## src/design/odq_pkg.sv

```systemverilog
// Shared constants and types for the ordered dither quantizer.
// No dependencies; the other design files refer to it by scoped names.
package odq_pkg;

    // Default values for the top-level parameters.
    localparam int MAX_MATRIX_LOG2_DEF = 4;
    localparam int COORD_BITS_DEF      = 12;

    // Fixed field widths.
    localparam int PIXEL_W  = 8;
    localparam int LEVEL_W  = 8;
    localparam int MLOG_W   = 3;
    localparam int LEVELS_W = 9;
    localparam int PROD_W   = 16;

    // Configuration port.
    localparam int CFG_IDX_W  = 2;
    localparam int CFG_DATA_W = 9;

    localparam logic [CFG_IDX_W-1:0] REG_MATRIX_LOG2 = 2'd0;
    localparam logic [CFG_IDX_W-1:0] REG_LEVELS      = 2'd1;

    localparam logic [MLOG_W-1:0]   MLOG_RESET   = 3'd2;
    localparam logic [LEVELS_W-1:0] LEVELS_RESET = 9'd2;

    // Full-scale pixel value; the fraction is counted in steps of 1/255.
    localparam logic [PIXEL_W-1:0] FULL_SCALE = 8'd255;

    // Per-item control flags that travel down the pipeline.
    typedef struct packed {
        logic zero_lvl;   // fewer than two levels: result is level 0
        logic zero_thr;   // threshold is zero: any nonzero fraction rounds up
    } odq_ctl_t;

endpackage

```

## src/design/odq_bayer.sv

```systemverilog
// Bayer matrix entry generator: interleaves the low coordinate bits.
// Depends on odq_pkg for the matrix size field width.
module odq_bayer #(
    parameter int MAX_LOG2   = odq_pkg::MAX_MATRIX_LOG2_DEF,
    parameter int COORD_BITS = odq_pkg::COORD_BITS_DEF
) (
    input  logic [COORD_BITS-1:0]          col,
    input  logic [COORD_BITS-1:0]          row,
    input  logic [odq_pkg::MLOG_W-1:0]     mlog,
    output logic [2*MAX_LOG2-1:0]          entry
);
    localparam int MW = 2 * MAX_LOG2;

    logic [MAX_LOG2-1:0] xb;
    logic [MAX_LOG2-1:0] yb;
    logic [MW-1:0]       full;
    logic [4:0]          rsh;

    // Coordinate bits above the coordinate width read as zero.
    for (genvar i = 0; i < MAX_LOG2; i++) begin : g_bits
        if (i < COORD_BITS) begin : g_in
            assign xb[i] = col[i];
            assign yb[i] = row[i];
        end else begin : g_zero
            assign xb[i] = 1'b0;
            assign yb[i] = 1'b0;
        end
    end

    // Place each bit pair as for the largest matrix, then shift down to size.
    always_comb begin
        full = '0;
        for (int i = 0; i < MAX_LOG2; i++) begin
            if (4'(i) < {1'b0, mlog}) begin
                full[2*(MAX_LOG2-1-i) +: 2] = {xb[i] ^ yb[i], yb[i]};
            end
        end
        rsh   = 5'(2 * MAX_LOG2) - {1'b0, mlog, 1'b0};
        entry = full >> rsh;
    end

endmodule

```

## src/design/ordered_dither_quantizer.sv

```systemverilog
// Ordered dither quantizer: four-stage pipeline, one beat accepted per cycle unless
// all stages are full and the output is stalled; throughput is one item per cycle,
// set by the single 8x8 multiplier and the divide-by-255 stages.
// A stalled output holds its beat; upstream stages keep filling empty slots.
// Synchronous active-low reset empties the pipeline and sets matrix_log2 to 2
// and levels to 2. Depends on odq_pkg and odq_bayer.
module ordered_dither_quantizer #(
    parameter int MAX_MATRIX_LOG2 = odq_pkg::MAX_MATRIX_LOG2_DEF,
    parameter int COORD_BITS      = odq_pkg::COORD_BITS_DEF
) (
    input  logic                              aclk,
    input  logic                              aresetn,

    input  logic                              cfg_valid,
    output logic                              cfg_ready,
    input  logic [odq_pkg::CFG_IDX_W-1:0]     cfg_index,
    input  logic [odq_pkg::CFG_DATA_W-1:0]    cfg_data,

    input  logic                              s_valid,
    output logic                              s_ready,
    input  logic [odq_pkg::PIXEL_W-1:0]       s_pixel,
    input  logic [COORD_BITS-1:0]             s_col,
    input  logic [COORD_BITS-1:0]             s_row,

    output logic                              m_valid,
    input  logic                              m_ready,
    output logic [odq_pkg::LEVEL_W-1:0]       m_level
);
    localparam int MW = 2 * MAX_MATRIX_LOG2;   // matrix entry width
    localparam int CW = odq_pkg::PIXEL_W + MW; // threshold compare width
    localparam int SW = $clog2(MW + 1);        // shift amount width

    // Configuration registers.
    logic [odq_pkg::MLOG_W-1:0]   mlog_reg;
    logic [odq_pkg::LEVELS_W-1:0] levels_reg;

    assign cfg_ready = 1'b1;

    always_ff @(posedge aclk) begin
        if (!aresetn) begin
            mlog_reg   <= odq_pkg::MLOG_RESET;
            levels_reg <= odq_pkg::LEVELS_RESET;
        end else if (cfg_valid) begin
            case (cfg_index)
                odq_pkg::REG_MATRIX_LOG2: mlog_reg <= cfg_data[odq_pkg::MLOG_W-1:0];
                odq_pkg::REG_LEVELS:      levels_reg <= cfg_data;
                default: ;
            endcase
        end
    end

    // Stage occupancy and the ready chain; an empty stage can always take a beat.
    logic v1_reg, v2_reg, v3_reg, v4_reg;
    logic rdy1, rdy2, rdy3, rdy4;

    assign rdy4    = !v4_reg || m_ready;
    assign rdy3    = !v3_reg || rdy4;
    assign rdy2    = !v2_reg || rdy3;
    assign rdy1    = !v1_reg || rdy2;
    assign s_ready = rdy1;

    always_ff @(posedge aclk) begin
        if (!aresetn) begin
            v1_reg <= 1'b0;
            v2_reg <= 1'b0;
            v3_reg <= 1'b0;
            v4_reg <= 1'b0;
        end else begin
            if (rdy1) v1_reg <= s_valid;
            if (rdy2) v2_reg <= v1_reg;
            if (rdy3) v3_reg <= v2_reg;
            if (rdy4) v4_reg <= v3_reg;
        end
    end

    // Stage 1: step count, Bayer entry and control flags.
    logic [MW-1:0]                 entry;
    logic [odq_pkg::PIXEL_W-1:0]   steps_next;
    logic [SW-1:0]                 sh_next;
    odq_pkg::odq_ctl_t             ctl_next;

    odq_bayer #(
        .MAX_LOG2   (MAX_MATRIX_LOG2),
        .COORD_BITS (COORD_BITS)
    ) u_bayer (
        .col   (s_col),
        .row   (s_row),
        .mlog  (mlog_reg),
        .entry (entry)
    );

    always_comb begin
        ctl_next.zero_lvl = (levels_reg < 9'd2);
        ctl_next.zero_thr = (mlog_reg == '0) || (32'(mlog_reg) > MAX_MATRIX_LOG2);
        // Levels above 256 act as 256, so the step count saturates at 255.
        if (levels_reg >= 9'd256) begin
            steps_next = odq_pkg::FULL_SCALE;
        end else begin
            steps_next = levels_reg[7:0] - 8'd1;
        end
        sh_next = SW'({mlog_reg, 1'b0});
    end

    logic [odq_pkg::PIXEL_W-1:0]   pix1_reg;
    logic [odq_pkg::PIXEL_W-1:0]   steps1_reg;
    logic [MW-1:0]                 m1_reg;
    logic [SW-1:0]                 sh1_reg;
    odq_pkg::odq_ctl_t             ctl1_reg;

    always_ff @(posedge aclk) begin
        if (rdy1 && s_valid) begin
            pix1_reg   <= s_pixel;
            steps1_reg <= steps_next;
            m1_reg     <= entry;
            sh1_reg    <= sh_next;
            ctl1_reg   <= ctl_next;
        end
    end

    // Stage 2: scaled product and the threshold times 255.
    logic [odq_pkg::PROD_W-1:0]    prod2_reg;
    logic [CW-1:0]                 thr2_reg;
    logic [SW-1:0]                 sh2_reg;
    odq_pkg::odq_ctl_t             ctl2_reg;

    always_ff @(posedge aclk) begin
        if (rdy2 && v1_reg) begin
            prod2_reg <= {8'd0, pix1_reg} * {8'd0, steps1_reg};
            thr2_reg  <= {m1_reg, 8'd0} - CW'(m1_reg);
            sh2_reg   <= sh1_reg;
            ctl2_reg  <= ctl1_reg;
        end
    end

    // Stage 3: quotient estimate by the reciprocal 257/65536, never above the
    // true quotient and at most one below it, and the matching remainder.
    logic [23:0]                   recip;
    logic [odq_pkg::LEVEL_W-1:0]   q0;
    logic [odq_pkg::PROD_W-1:0]    q0x255;
    logic [odq_pkg::PROD_W-1:0]    r0_full;

    always_comb begin
        recip   = {prod2_reg, 8'd0} + 24'(prod2_reg);
        q0      = recip[23:16];
        q0x255  = {q0, 8'd0} - 16'(q0);
        r0_full = prod2_reg - q0x255;
    end

    logic [odq_pkg::LEVEL_W-1:0]   q3_reg;
    logic [8:0]                    r3_reg;
    logic [CW-1:0]                 thr3_reg;
    logic [SW-1:0]                 sh3_reg;
    odq_pkg::odq_ctl_t             ctl3_reg;

    always_ff @(posedge aclk) begin
        if (rdy3 && v2_reg) begin
            q3_reg   <= q0;
            r3_reg   <= r0_full[8:0];
            thr3_reg <= thr2_reg;
            sh3_reg  <= sh2_reg;
            ctl3_reg <= ctl2_reg;
        end
    end

    // Stage 4: fix the quotient, compare the fraction with the threshold.
    logic                          fix;
    logic [odq_pkg::PIXEL_W-1:0]   rem;
    logic [odq_pkg::LEVEL_W-1:0]   quo;
    logic [CW-1:0]                 frac;
    logic                          up;
    logic [odq_pkg::LEVEL_W-1:0]   level_next;

    always_comb begin
        fix  = (r3_reg >= 9'd255);
        rem  = fix ? 8'(r3_reg - 9'd255) : r3_reg[7:0];
        quo  = q3_reg + 8'(fix);
        frac = CW'(rem) << sh3_reg;
        if (ctl3_reg.zero_thr) begin
            up = (rem != '0);
        end else begin
            up = (frac > thr3_reg);
        end
        level_next = ctl3_reg.zero_lvl ? '0 : quo + 8'(up);
    end

    logic [odq_pkg::LEVEL_W-1:0]   level4_reg;

    always_ff @(posedge aclk) begin
        if (rdy4 && v3_reg) begin
            level4_reg <= level_next;
        end
    end

    assign m_valid = v4_reg;
    assign m_level = level4_reg;

    // An accepted beat always lands in the first stage.
    a_accept_fills : assert property (@(posedge aclk) disable iff (!aresetn)
        s_valid && s_ready |=> v1_reg)
        else $error("accepted beat did not enter stage 1");

    // With every stage full and the output stalled, no beat may enter.
    a_full_stall : assert property (@(posedge aclk) disable iff (!aresetn)
        v1_reg && v2_reg && v3_reg && v4_reg && !m_ready |-> !s_ready)
        else $error("input accepted into a full stalled pipeline");

    // The reciprocal estimate leaves a remainder below twice the divisor.
    a_rem_range : assert property (@(posedge aclk) disable iff (!aresetn)
        v3_reg |-> r3_reg < 9'd510)
        else $error("divide-by-255 remainder out of range");

    // A stalled stage-4 beat is not overwritten by stage 3.
    a_no_overwrite : assert property (@(posedge aclk) disable iff (!aresetn)
        v4_reg && !m_ready |=> v4_reg && $stable(level4_reg))
        else $error("stalled result overwritten");

endmodule

```

## config.mk

```make
export PLATFORM = sky130hd
export DESIGN_NAME = ordered_dither_quantizer
export DESIGN_NICKNAME = d
export VERILOG_FILES = /design/src/design/odq_pkg.sv /design/src/design/odq_bayer.sv /design/src/design/ordered_dither_quantizer.sv
export SDC_FILE = /design/constraint.sdc
export NUM_CORES = 1
export LEC_CHECK = 0
export ABC_AREA = 0
export ABC_CLOCK_PERIOD_IN_PS = 4500
export BUFFER_PORTS_ARGS = -buffer_cell sky130_fd_sc_hd__buf_2
export CORE_UTILIZATION = 55
export DETAILED_ROUTE_END_ITERATION = 8
export GPL_TIMING_DRIVEN = 0
export PLACE_DENSITY = 0.8
export SKIP_CTS_REPAIR_TIMING = 1
export SYNTH_ARGS = -nofsm -noshare
export SYNTH_HDL_FRONTEND = slang
export SYNTH_HIERARCHICAL = 1
export SYNTH_SLANG_ARGS = --single-unit
```

## constraint.sdc

```tcl
create_clock -name aclk -period 4.5 [get_ports aclk]
set_clock_uncertainty 0.2 [all_clocks]
set_input_delay 0.675 -clock aclk [delete_from_list [all_inputs] [get_ports aclk]]
set_output_delay 0.675 -clock aclk [all_outputs]
set_load 0.05 [all_outputs]
```

# == Word-level counts from Yosys, hierarchy flattened ==
# Index checks and enable logic that the tools add are counted.
# classes
n_eq_ne,1
order_cmp,9
mux,6
n_reduce_logical,18
shifts,2
multipliers,1
n_bitwise,4
addsub,9
# op_table
cell,count
$add A24 B16 Y24,1
$add A8 B1 Y8,2
$gt A16 B16 Y1,1
$mul A8 B8 Y16,1
$shl A8 B4 Y16,1
$sub A16 B8 Y16,1
$ge A9 B8 Y1 const B,1
$ge A9 B9 Y1 const B,1
$lt A9 B2 Y1 const B,1
$sub A9 B8 Y9,1
$sub A9 B9 Y9,1
$mux W2,4
$mux W8,1
$reduce_bool A8 Y1,1
$shr A8 B5 Y8,1
$sub A8 B1 Y8 const B,1
$sub A8 B8 Y8 const B,1
$lt A1 B3 Y1 const A,2
$lt A2 B3 Y1 const A,2
$logic_or A1 B1 Y1,5
$sub A4 B4 Y5 const A,1
$logic_and A1 B1 Y1,4
$logic_not A1 Y1,4
$reduce_and A2 Y1,2
other kinds (6),9
# totals
inputBits,48
word_cells,74
output_inout_bits,11
reg_bits,128

# == Logic depth before layout (Yosys ltp) ==
# Gate-level depths: netlist (run 1).
# depth
ltp_word,6
depth_mapped,20
depth_no_buf,20

# == Hierarchy ==
# The synthesis (run 1) kept the hierarchy.
# by_module_without_submodules
mod,seq_area_each_um2,cells_each,area_each_um2,instances
ordered_dither_quantizer,3683.5,768,8361.8,1
odq_bayer,0.0,40,380.4,1

# == Least setup slack after synthesis (run 1) ==
# OpenSTA, ideal clock, no wires.
# synth_path
kind,reg2reg
start,register pix1_reg[1] (netlist name)
end,register prod2_reg[12] (netlist name) (data pin)
setup_slack_ps,32
stages_incl_launch_ff,15
t_arrival_ps,4010
t_required_ps,4042
setup_time_ps,258
synth_period_minus_slack_ps,4468
n_path_buf,0
cell_sequence,edfxtp_1 > and2_1 > fa_1 > fa_1 > inv_1 > fa_1 > fa_1 > inv_1 > ha_1 > o21ai_0 > inv_1 > a2111oi_2 > o31ai_1 > a21oi_1 > xnor2_1
# synth_via
elab_chain_cells,1
# synth_rtl
element,line_no,text
"start, declared",ordered_dither_quantizer.sv:104,logic [odq_pkg::PIXEL_W-1:0] pix1_reg;
"start signal, assigned",ordered_dither_quantizer.sv:112,pix1_reg <= s_pixel;
$mul A8 B8 Y16,ordered_dither_quantizer.sv:128,"prod2_reg <= {8'd0, pix1_reg} * {8'd0, steps1_reg};"
"end signal, assigned",ordered_dither_quantizer.sv:128,
"end, declared",ordered_dither_quantizer.sv:121,logic [odq_pkg::PROD_W-1:0] prod2_reg;
# Every way passes these cells.
# A chain may end at the register's enable or synchronous reset.

# == Worst setup path in the final report (run 1) ==
# layout_path
start,register pix1_reg[2] (netlist name)
end,register prod2_reg[14] (netlist name) (data pin)
# The elaborated chain is that of the path after synthesis.

==> results of run 1 <==
synth_stat cells (5+ instances only):
cell type  number  area, µm²
o211ai_1        7       52.6
edfxtp_1      112       3360
nor2_1         39        146
a21oi_1        34        170
nor2b_1        19        119
xnor2_1        29        254
and3_1          6       37.5
ha_1           79        988
nor4_1          5       31.3
fa_1           37        741
nand3_1        18       90.1
xor2_1         22        193
nor3_1         12       60.1
nand2_1        70        263
clkbuf_1        6       22.5
dfxtp_1        16        320
nand2b_1       13       81.3
o21bai_1        6       45.0
and2_1         37        231
mux2i_1        11        110
o21a_1          6       45.0
inv_1         106        398
o22ai_1         9       56.3
o21ai_0        14       70.1
metal layers:
layer | vias to the layer above | part of all wire | global-route usage
met5 | - | 0 | 0
met4 | 0 | 0.024 | 0.0754
met3 | 46 | 0.046 | 0.0430
met2 | 191 | 0.50 | 0.351
met1 | 2903 | 0.43 | 0.264
li1 | 3010 | - | -
stage by stage:
stage                     hold WS, ns  std cells  setup WS, ns   util  total power, mW
after floorplan                 0.200        808        0.0321      -             3.16
after global placement          0.201       1060        -0.900  0.599             3.47
after detailed placement        0.205       1062        -0.313  0.605             3.53
after CTS                       0.211       1094        -0.350  0.648             5.08
after global routing            0.208       1121        -0.143  0.679             5.87
final                           0.206       1121        0.0232  0.679             5.52
area by class of cell:
cell class / instances / share of cell area
Inverter: 109 / 0.0395
Tap cell: 211 / 0.0253
Multi-Input combinational cell: 557 / 0.467
Buffer: 12 / 0.00683
Timing Repair Buffer: 72 / 0.0458
Clock buffer: 17 / 0.0407
Clock inverter: 15 / 0.0223
Sequential cell: 128 / 0.353
how the worst min path moves through the flow:
stage	start	to	slack, ns	cells past startpoint
6_report	sh1_reg[2]	sh2_reg[2]	0.21	0
3_3_place_gp	thr2_reg[7]	thr3_reg[7]	0.20	0
5_1_grt	s_pixel[5]	pix1_reg[5]	0.21	1
4_1_cts	sh1_reg[2]	sh2_reg[2]	0.21	0
3_5_place_dp	ctl2_reg[0]	ctl3_reg[0]	0.20	0
2_1_floorplan	ctl1_reg[0]	ctl2_reg[0]	0.20	0
cell families (layout without fill, tap and decap cells):
family                   Yosys count  after routing  share of synthesized area
AND/OR/NAND/NOR                  248            248                      0.151
flip-flops                       128            128                      0.421
AO/OA/AOI/OAI                    125            125                      0.103
buffers and inverters            123            225                     0.0555
adder cells (fa/ha/maj)          116            116                      0.198
XOR/XNOR                          53             53                     0.0548
multiplexers                      14             14                     0.0165
other                              1              1                   0.000429
power by group through the flow:
| stage | clock [mW] | combinational (mW) | sequential [mW] |
|---|---|---|---|
| detailed placement | 0 | 1.85 | 1.68 |
| floorplan | 0 | 1.51 | 1.65 |
| global route | 1.60 | 2.61 | 1.67 |
| finish | 1.52 | 2.34 | 1.65 |
| global placement | 0 | 1.79 | 1.68 |
| CTS | 1.53 | 1.89 | 1.66 |
worst max-delay path, delay by kind of cell (launching register included):
| family | cells | cell delay [ns] |
|---|---|---|
| buffers and inverters | 3 | 0.31 |
| DFF | 1 | 0.46 |
| AOI/OAI and AO/OA | 4 | 0.81 |
| adders and majority gates | 5 | 2.29 |
| xor gates and xnor gates | 1 | 0.09 |
| and+or+nand+nor | 1 | 0.07 |
==> run metrics, run 1 <==
status completed; Required @ worst endpoint 4.47 ns; r2r startpoint pix1_reg[2]; most frequent cells in the layout edfxtp_1 (112), inv_1 (103), ha_1 (73); area occupied by multi-input gates 4870 µm²; part of the power in registers 0.300; Internal 3.60 mW; die span in y 128 µm; Die X 128 µm; Worst Setup End Kind register; DP HPWL 11500 µm; DR vias 6150; CTS tree yes; initial core utilization 0.569; leakage 4.48 nW; max incr delay on CP 0.58 ns; Hold WC Path Type register to register; FP Rows 45; critical path peak fanout 5; Routed Antenna Nets 0; number of global-route vias before repair 5837; Worst R2R Setup Slack 0.02 ns; critical path cell sequence buf_4, nand2_1, fa_1, fa_1, inv_1, fa_1, fa_1, ha_4, o21ai_4, inv_2, a2111oi_4, o41ai_2, a21oi_1, xnor2_1; CTS H-tree depth 4; syn_area_per_cell 10.8 µm²; Top FF cell, synth edfxtp_1; Slew HR 0.380; worst setup path endpoint prod2_reg[14]; fin nets 1061; DR WL/cell 15.2 µm; Clock Power Share 0.276; pin count of the biggest net entering global routing 30; Critical Path Source Type register; DR vias/cell 5.49; CP most frequent cell fa_1; Tcrit/Tclk final 0.995; Fmax 223 MHz; Max Cap Viol 0; max-slew violation count 0; core area 15400 µm²; Root Buffer clkbuf_16; post-route cell area 10400 µm²; clk_lat worst skew 0.42 ns; Slew @ Worst Pin 0.930 ns; Post-Syn Area 8740 µm²; Clock Sinks 128; Crit Path Class register to register; Sequential Area 3680 µm²; switching pwr 1.91 mW; Crit Reg-Reg Endpoint prod2_reg[14]; Max VDD drop 300 µV; P&R area growth vs syn 19.4%; synth warn 6; switch share 0.347; post-synth cell types 80; FFs w/ async S/R, synth 0; first-pass GRT wire length 26700 µm; commonest non-fill, non-tap cell in the layout edfxtp_1; Crit-path slowest cell fa_1; Syn Inst Count 808; initial antenna violation count 0; aggregate routed wire length 17100 µm; share of cells above drive strength 1 0.200; syn_nets 972; Yosys reg bits 128; crit path from pix1_reg[2]; share of the yosys chip area belonging to registers 0.421; final setup vio count 0; PwrDens 529 nW/µm²; total CTS buffers 17; n_diodes 0; clock tree buffer depth 2; DRT Pass-1 Iters 5; Placed Instance Area 9300 µm²; Fillers 1075; Final GP Congestion 0.892; minimum clock period 4.48 ns; combinational share of power 0.425; 1st-iter DRT viols 387; gr usage total 0.207; gr ovfl total 0; Crit path arrival time 4.45 ns; clock slew seen by the registers of the worst setup and hold paths 0.06 ns; io pins 59; final setup TNS 0 ns; Fin. Hold Viols 0; I/O Buffers 41; die area 16400 µm²; DRC errors left 0; EDFF count, synth 112; worst reg-to-reg path cell count 14
No activity file was read; power rests on OpenSTA's default activity.
==> run 2, diff against run 1 <==
--- a/config.mk
+++ b/config.mk
@@ -11,9 +11,8 @@
 export CORE_UTILIZATION = 55
 export DETAILED_ROUTE_END_ITERATION = 8
 export GPL_TIMING_DRIVEN = 0
-export PLACE_DENSITY = 0.8
+export PLACE_DENSITY = 0.79
 export SKIP_CTS_REPAIR_TIMING = 1
 export SYNTH_ARGS = -nofsm -noshare
 export SYNTH_HDL_FRONTEND = slang
-export SYNTH_HIERARCHICAL = 1
 export SYNTH_SLANG_ARGS = --single-unit
==> run metrics, run 2 <==
Critical Path Source Type register; DRC errors left 0 (unchanged); n_diodes 0 (unchanged); Required @ worst endpoint 4.46 ns (about the same); clock tree buffer depth 2 (unchanged); area leader, netlist edfxtp_1; most frequent cells in the layout edfxtp_1 (112), inv_1 (97), ha_1 (72); leakage 4.37 nW (-2.4%); Final GP Congestion 0.913 (+2.4%); I/O Buffers 41 (unchanged); Max Cap Viol 0 (unchanged); synth warn 0 (-6); Fillers 1053 (-2.0%); Crit path arrival time 4.47 ns (+0.02 ns); critical path peak fanout 8 (+3); Routed Antenna Nets 0 (unchanged); FP Rows 45 (unchanged); initial core utilization 0.562 (-0.00724); Post-Syn Area 8500 µm² (-2.7%); DR vias 5822 (-5.3%); Slew HR 0.397 (+0.0171); status complete, but fails checks; grt peak-use layer met2; Placed Instance Area 9020 µm² (-3.0%); post-synth cell types 64 (-20%); gr ovfl total 0 (unchanged); top cells by count, synth edfxtp_1 (112), inv_1 (101), ha_1 (79); core area 15100 µm² (-1.5%); met1 Resource Use GR 0.257 (-0.00684); Die X 126 µm (-1.3%); post-route cell area 10000 µm² (-3.9%); Worst Setup End Kind register; aggregate routed wire length 15200 µm (-11%); Clock Sinks 128 (unchanged); clk_lat worst skew 0.41 ns (about the same); Hold WC Path Type register to register; FFs w/ async S/R, synth 0 (unchanged); final setup TNS -0.0113 ns (-0.0113 ns); Max VDD drop 342 µV (+14%); CTS H-tree depth 4 (unchanged); part of the power in registers 0.323 (+0.023); syn_area_per_cell 10.9 µm² (+0.64%); Yosys reg bits 128 (unchanged); DR WL/cell 14.2 µm (-7.0%); Root Buffer clkbuf_16; Internal 3.41 mW (-5.4%); syn_nets 945 (-2.8%); Top FF cell, synth edfxtp_1; Tcrit/Tclk final 1.00 (+0.00768); pre-CTS WS -0.288 ns (+0.0248 ns); share of cells above drive strength 1 0.177 (-0.0232); failing checks setup timing; switching pwr 1.73 mW (-9.7%); Inst Count DP 1012 (-4.7%); RSZ-0062 raised after global routing yes; Fin. Hold Viols 0 (unchanged); total CTS buffers 17 (unchanged); final setup vio count 1 (+1); minimum clock period 4.51 ns (+0.0345 ns); die span in y 126 µm (-1.3%); pin count of the biggest net entering global routing 35 (+17%); clock slew seen by the registers of the worst setup and hold paths 0.06 ns (about the same); Crit Path Class register to register; PwrDens 512 nW/µm² (-3.1%); gr usage total 0.202 (-0.00549); max-slew violation count 0 (unchanged); CTS tree yes; P&R area growth vs syn 18.0%; DP HPWL 11200 µm (-2.5%); Post-Layout Cell Count 1076 (-4.0%); initial antenna violation count 0 (unchanged); switch share 0.336 (-0.0105); combinational share of power 0.408 (-0.017); DR vias/cell 5.41 (-1.4%); DRT Pass-1 Iters 5 (unchanged); Sequential Area 3680 µm² (unchanged); fin nets 1039 (-2.1%); area occupied by multi-input gates 4570 µm² (-6.2%); EDFF count, synth 112 (unchanged); Hold Slack 0.214 ns (+0.00811 ns); first-pass GRT wire length 25700 µm (-3.8%); io pins 59 (unchanged); post-route setup slack -0.0113 ns (-0.0345 ns); Syn Inst Count 781 (-3.3%); Slew @ Worst Pin 0.904 ns (-0.0256 ns); share of the yosys chip area belonging to registers 0.433 (+0.0118); M2 GR Usage 0.346 (-0.00426); post-synth top area share 0.395 (+0.0108); Clock Power Share 0.269 (-0.007); most common cell in the netlist edfxtp_1; met3 global-route usage 0.0354 (-0.00756); 1st-iter DRT viols 297 (-23%); Fmax 222 MHz (-0.77%); top cells by area, synth edfxtp_1 (40%), ha_1 (12%), fa_1 (8.7%); commonest non-fill, non-tap cell in the layout edfxtp_1; number of global-route vias before repair 5589 (-4.2%); die area 16000 µm² (-2.7%)
-- run 2: logic make-up (layout without fill, tap and decap cells) --
| logic type | Yosys count | in the layout | share of synthesized area |
|---|---|---|---|
| buffers and inverters | 114 | 221 | 0.0519 |
| xor gates and xnor gates | 52 | 52 | 0.0544 |
| DFF | 128 | 128 | 0.433 |
| and+or+nand+nor | 243 | 243 | 0.152 |
| AOI/OAI and AO/OA | 112 | 112 | 0.0871 |
| adders and majority gates | 116 | 116 | 0.203 |
| other | 1 | 1 | 0.000441 |
| muxes | 15 | 15 | 0.0177 |
-- run 2: path summary, 6_finish.rpt --
kind	startpoint	end	slack, ns	cells after the start
worst min-delay path	thr2_reg[8]	thr3_reg[8]	0.21	0
worst max-delay path	steps1_reg[2]	prod2_reg[12]	-0.01	13
worst max register to register	steps1_reg[2]	prod2_reg[12]	-0.01	13
worst min register to register	thr2_reg[8]	thr3_reg[8]	0.21	0
-- run 2: worst max-delay path: stages, from the launching register on --
cell and delay, ns:
edfxtp_1 0.52, and2_4 0.21, fa_2 0.35, fa_1 0.51
inv_2 0.04, fa_1 0.50, fa_1 0.56, inv_2 0.05
ha_4 0.24, o21a_4 0.21, a2111o_1 0.38, a31o_2 0.24
a21oi_2 0.16, xnor2_2 0.08
-- run 2: cell type report --
type,instances,share of cell area
Buffer,13,0.00624
Clock buffer,20,0.0445
Clock inverter,12,0.0160
Inverter,101,0.0378
Multi-Input combinational cell,539,0.456
Sequential cell,128,0.367
Tap cell,188,0.0234
Timing Repair Buffer,75,0.0491
-- run 2: power groups by stage --
stage,combinational [mW],sequential [mW],clock (mW)
2_1_floorplan,1.46,1.66,0
3_3_place_gp,1.75,1.69,0
3_5_place_dp,1.81,1.69,0
4_1_cts,1.83,1.67,1.40
5_1_grt,2.39,1.68,1.46
6_report,2.10,1.66,1.38
-- run 2: stage by stage --
step	total power, mW	util
2_1_floorplan	3.12	-
3_3_place_gp	3.44	0.591
3_5_place_dp	3.50	0.595
4_1_cts	4.90	0.636
5_1_grt	5.52	0.662
6_report	5.14	0.662
-- run 2: routing by layer --
metal	share of wire	vias to the layer above
met3	0.037	25
met2	0.50	146
li1	-	2913
met1	0.45	2738
met4	0.019	0
met5	0	-
==> run 3, diff against run 2 <==
--- a/config.mk
+++ b/config.mk
@@ -11,7 +11,9 @@
 export CORE_UTILIZATION = 55
 export DETAILED_ROUTE_END_ITERATION = 8
 export GPL_TIMING_DRIVEN = 0
+export HOLD_SLACK_MARGIN = 0.06
 export PLACE_DENSITY = 0.79
+export RECOVER_POWER = 100
 export SKIP_CTS_REPAIR_TIMING = 1
 export SYNTH_ARGS = -nofsm -noshare
 export SYNTH_HDL_FRONTEND = slang
==> run metrics, run 3 (synthesized netlist as in run 2, its figures left out) <==
Final GP Congestion 0.913 (unchanged); Max Cap Viol 2 (+2); io pins 59 (unchanged); Max VDD drop 342 µV (about the same); number of global-route vias before repair 5589 (unchanged); worst reg-to-reg path cell count 13 (unchanged); clock slew seen by the registers of the worst setup and hold paths 0.05 ns (about the same); die span in y 126 µm (unchanged); Slew @ Worst Pin 1.70 ns (+0.795 ns); aggregate routed wire length 15300 µm (+0.17%); initial antenna violation count 0 (unchanged); RSZ-0062 raised after global routing yes; switching pwr 1.73 mW (-0.14%); part of the power in registers 0.324 (about the same); fin nets 1039 (unchanged); first-pass GRT wire length 25700 µm (unchanged); hold path endpoint sh2_reg[3]; minimum clock period 4.52 ns (+0.00792 ns); Die X 126 µm (unchanged); PwrDens 515 nW/µm² (+0.53%); Hold WC Path Type register to register; total CTS buffers 17 (unchanged); Root Buffer clkbuf_16; Clock Sinks 128 (unchanged); final setup TNS -0.0193 ns (-0.00792 ns); Worst Setup End Kind register; Hold Path Origin sh1_reg[3]; DRT Pass-1 Iters 7 (+2); Slew HR -0.133 (-0.530); Routed Antenna Nets 0 (unchanged); Fin. Hold Viols 0 (unchanged); Required @ worst endpoint 4.45 ns (about the same); I/O Buffers 41 (unchanged); leakage 4.32 nW (-1.2%); Tcrit/Tclk final 1.00 (+0.00176); DR vias/cell 5.40 (-0.22%); die area 16000 µm² (unchanged); FP Rows 45 (unchanged); CTS tree yes; Internal 3.41 mW (about the same); n_diodes 0 (unchanged); post-route setup slack -0.0193 ns (-0.00792 ns); Post-Layout Cell Count 1076 (unchanged); most frequent cells in the layout edfxtp_1 (112), inv_1 (97), ha_1 (72); Crit Path Class register to register; max-slew violation count 67 (+67); clock tree buffer depth 2 (unchanged); pre-CTS WS -0.288 ns (unchanged); Crit path arrival time 4.47 ns (about the same); DRC errors left 0 (unchanged); critical path peak fanout 8 (unchanged); Worst R2R Setup Slack -0.02 ns (about the same); CTS H-tree depth 4 (unchanged); P&R area growth vs syn 17.2%; Clock Power Share 0.269 (about the same); DR WL/cell 14.2 µm (+0.17%); initial core utilization 0.562 (unchanged); r2r startpoint steps1_reg[2]; 1st-iter DRT viols 314 (+5.7%); Hold Path Depth 0 (unchanged); combinational share of power 0.407 (about the same); status complete, but fails checks; Critical Path Source Type register; clk_lat worst skew 0.41 ns (about the same); Crit Reg-Reg Endpoint prod2_reg[12]; core area 15100 µm² (unchanged); Fmax 221 MHz (-0.18%); DR vias 5809 (-0.22%); final setup vio count 1 (unchanged); gr usage total 0.202 (unchanged); Inst Count DP 1012 (unchanged); switch share 0.336 (about the same); pin count of the biggest net entering global routing 35 (unchanged); failing checks capacitance limit, slew limit, setup timing; gr ovfl total 0 (unchanged); share of cells above drive strength 1 0.161 (-0.0158); DP HPWL 11200 µm (unchanged); commonest non-fill, non-tap cell in the layout edfxtp_1
## run 3: how the worst max path moves through the flow
| stage | from | endpoint | slack (ns) | cells after the start |
|---|---|---|---|---|
| 2_1_floorplan | steps1_reg[4] | prod2_reg[12] | 0.01 | 13 |
| 3_3_place_gp | m_ready | prod2_reg[12] | -0.87 | 4 |
| 3_5_place_dp | steps1_reg[4] | prod2_reg[12] | -0.29 | 14 |
| 4_1_cts | steps1_reg[4] | prod2_reg[12] | -0.30 | 14 |
| 5_1_grt | pix1_reg[2] | prod2_reg[15] | -0.16 | 15 |
| 6_report | steps1_reg[2] | prod2_reg[12] | -0.02 | 13 |
## run 3: area by class of cell
cell class	instances	area [µm²]
Buffer	13	62.6
Clock buffer	20	447
Clock inverter	12	160
Fill cell	1064	5180
Inverter	101	379
Multi-Input combinational cell	539	4550
Sequential cell	128	3680
Tap cell	188	235
Timing Repair Buffer	75	448
## run 3: metal layers
| metal | global-route usage | up-vias | part of all wire |
|---|---|---|---|
| li1 | - | 2912 | - |
| met1 | 0.257 | 2723 | 0.45 |
| met2 | 0.346 | 153 | 0.50 |
| met3 | 0.0354 | 21 | 0.038 |
| met4 | 0.0751 | 0 | 0.016 |
| met5 | 0 | - | 0 |
## run 3: critical path, stage by stage, from the launching register on
cell	delay [ns]
edfxtp_1	0.52
and2_4	0.21
fa_2	0.35
fa_1	0.51
inv_2	0.04
fa_1	0.50
fa_1	0.56
inv_2	0.05
ha_4	0.24
o21a_4	0.21
a2111o_1	0.38
a31o_2	0.24
a21oi_2	0.16
xnor2_2	0.08
## run 3: per-stage QoR
| step | hold WS, ns | total power, mW | cell area [µm²] | utilization |
|---|---|---|---|---|
| after floorplan | 0.200 | 3.12 | 8500 | - |
| after global placement | 0.202 | 3.44 | 8940 | 0.591 |
| after detailed placement | 0.205 | 3.50 | 9020 | 0.595 |
| after CTS | 0.215 | 4.90 | 9630 | 0.636 |
| after global routing | 0.217 | 5.52 | 9970 | 0.658 |
| final | 0.214 | 5.13 | 9970 | 0.658 |
## run 3: power groups by stage
| stage | combinational, mW | clock [mW] | sequential [mW] |
|---|---|---|---|
| final | 2.09 | 1.38 | 1.66 |
| after global routing | 2.38 | 1.46 | 1.68 |
| after CTS | 1.83 | 1.40 | 1.67 |
| after detailed placement | 1.81 | 0 | 1.69 |
| after global placement | 1.75 | 0 | 1.69 |
| after floorplan | 1.46 | 0 | 1.66 |
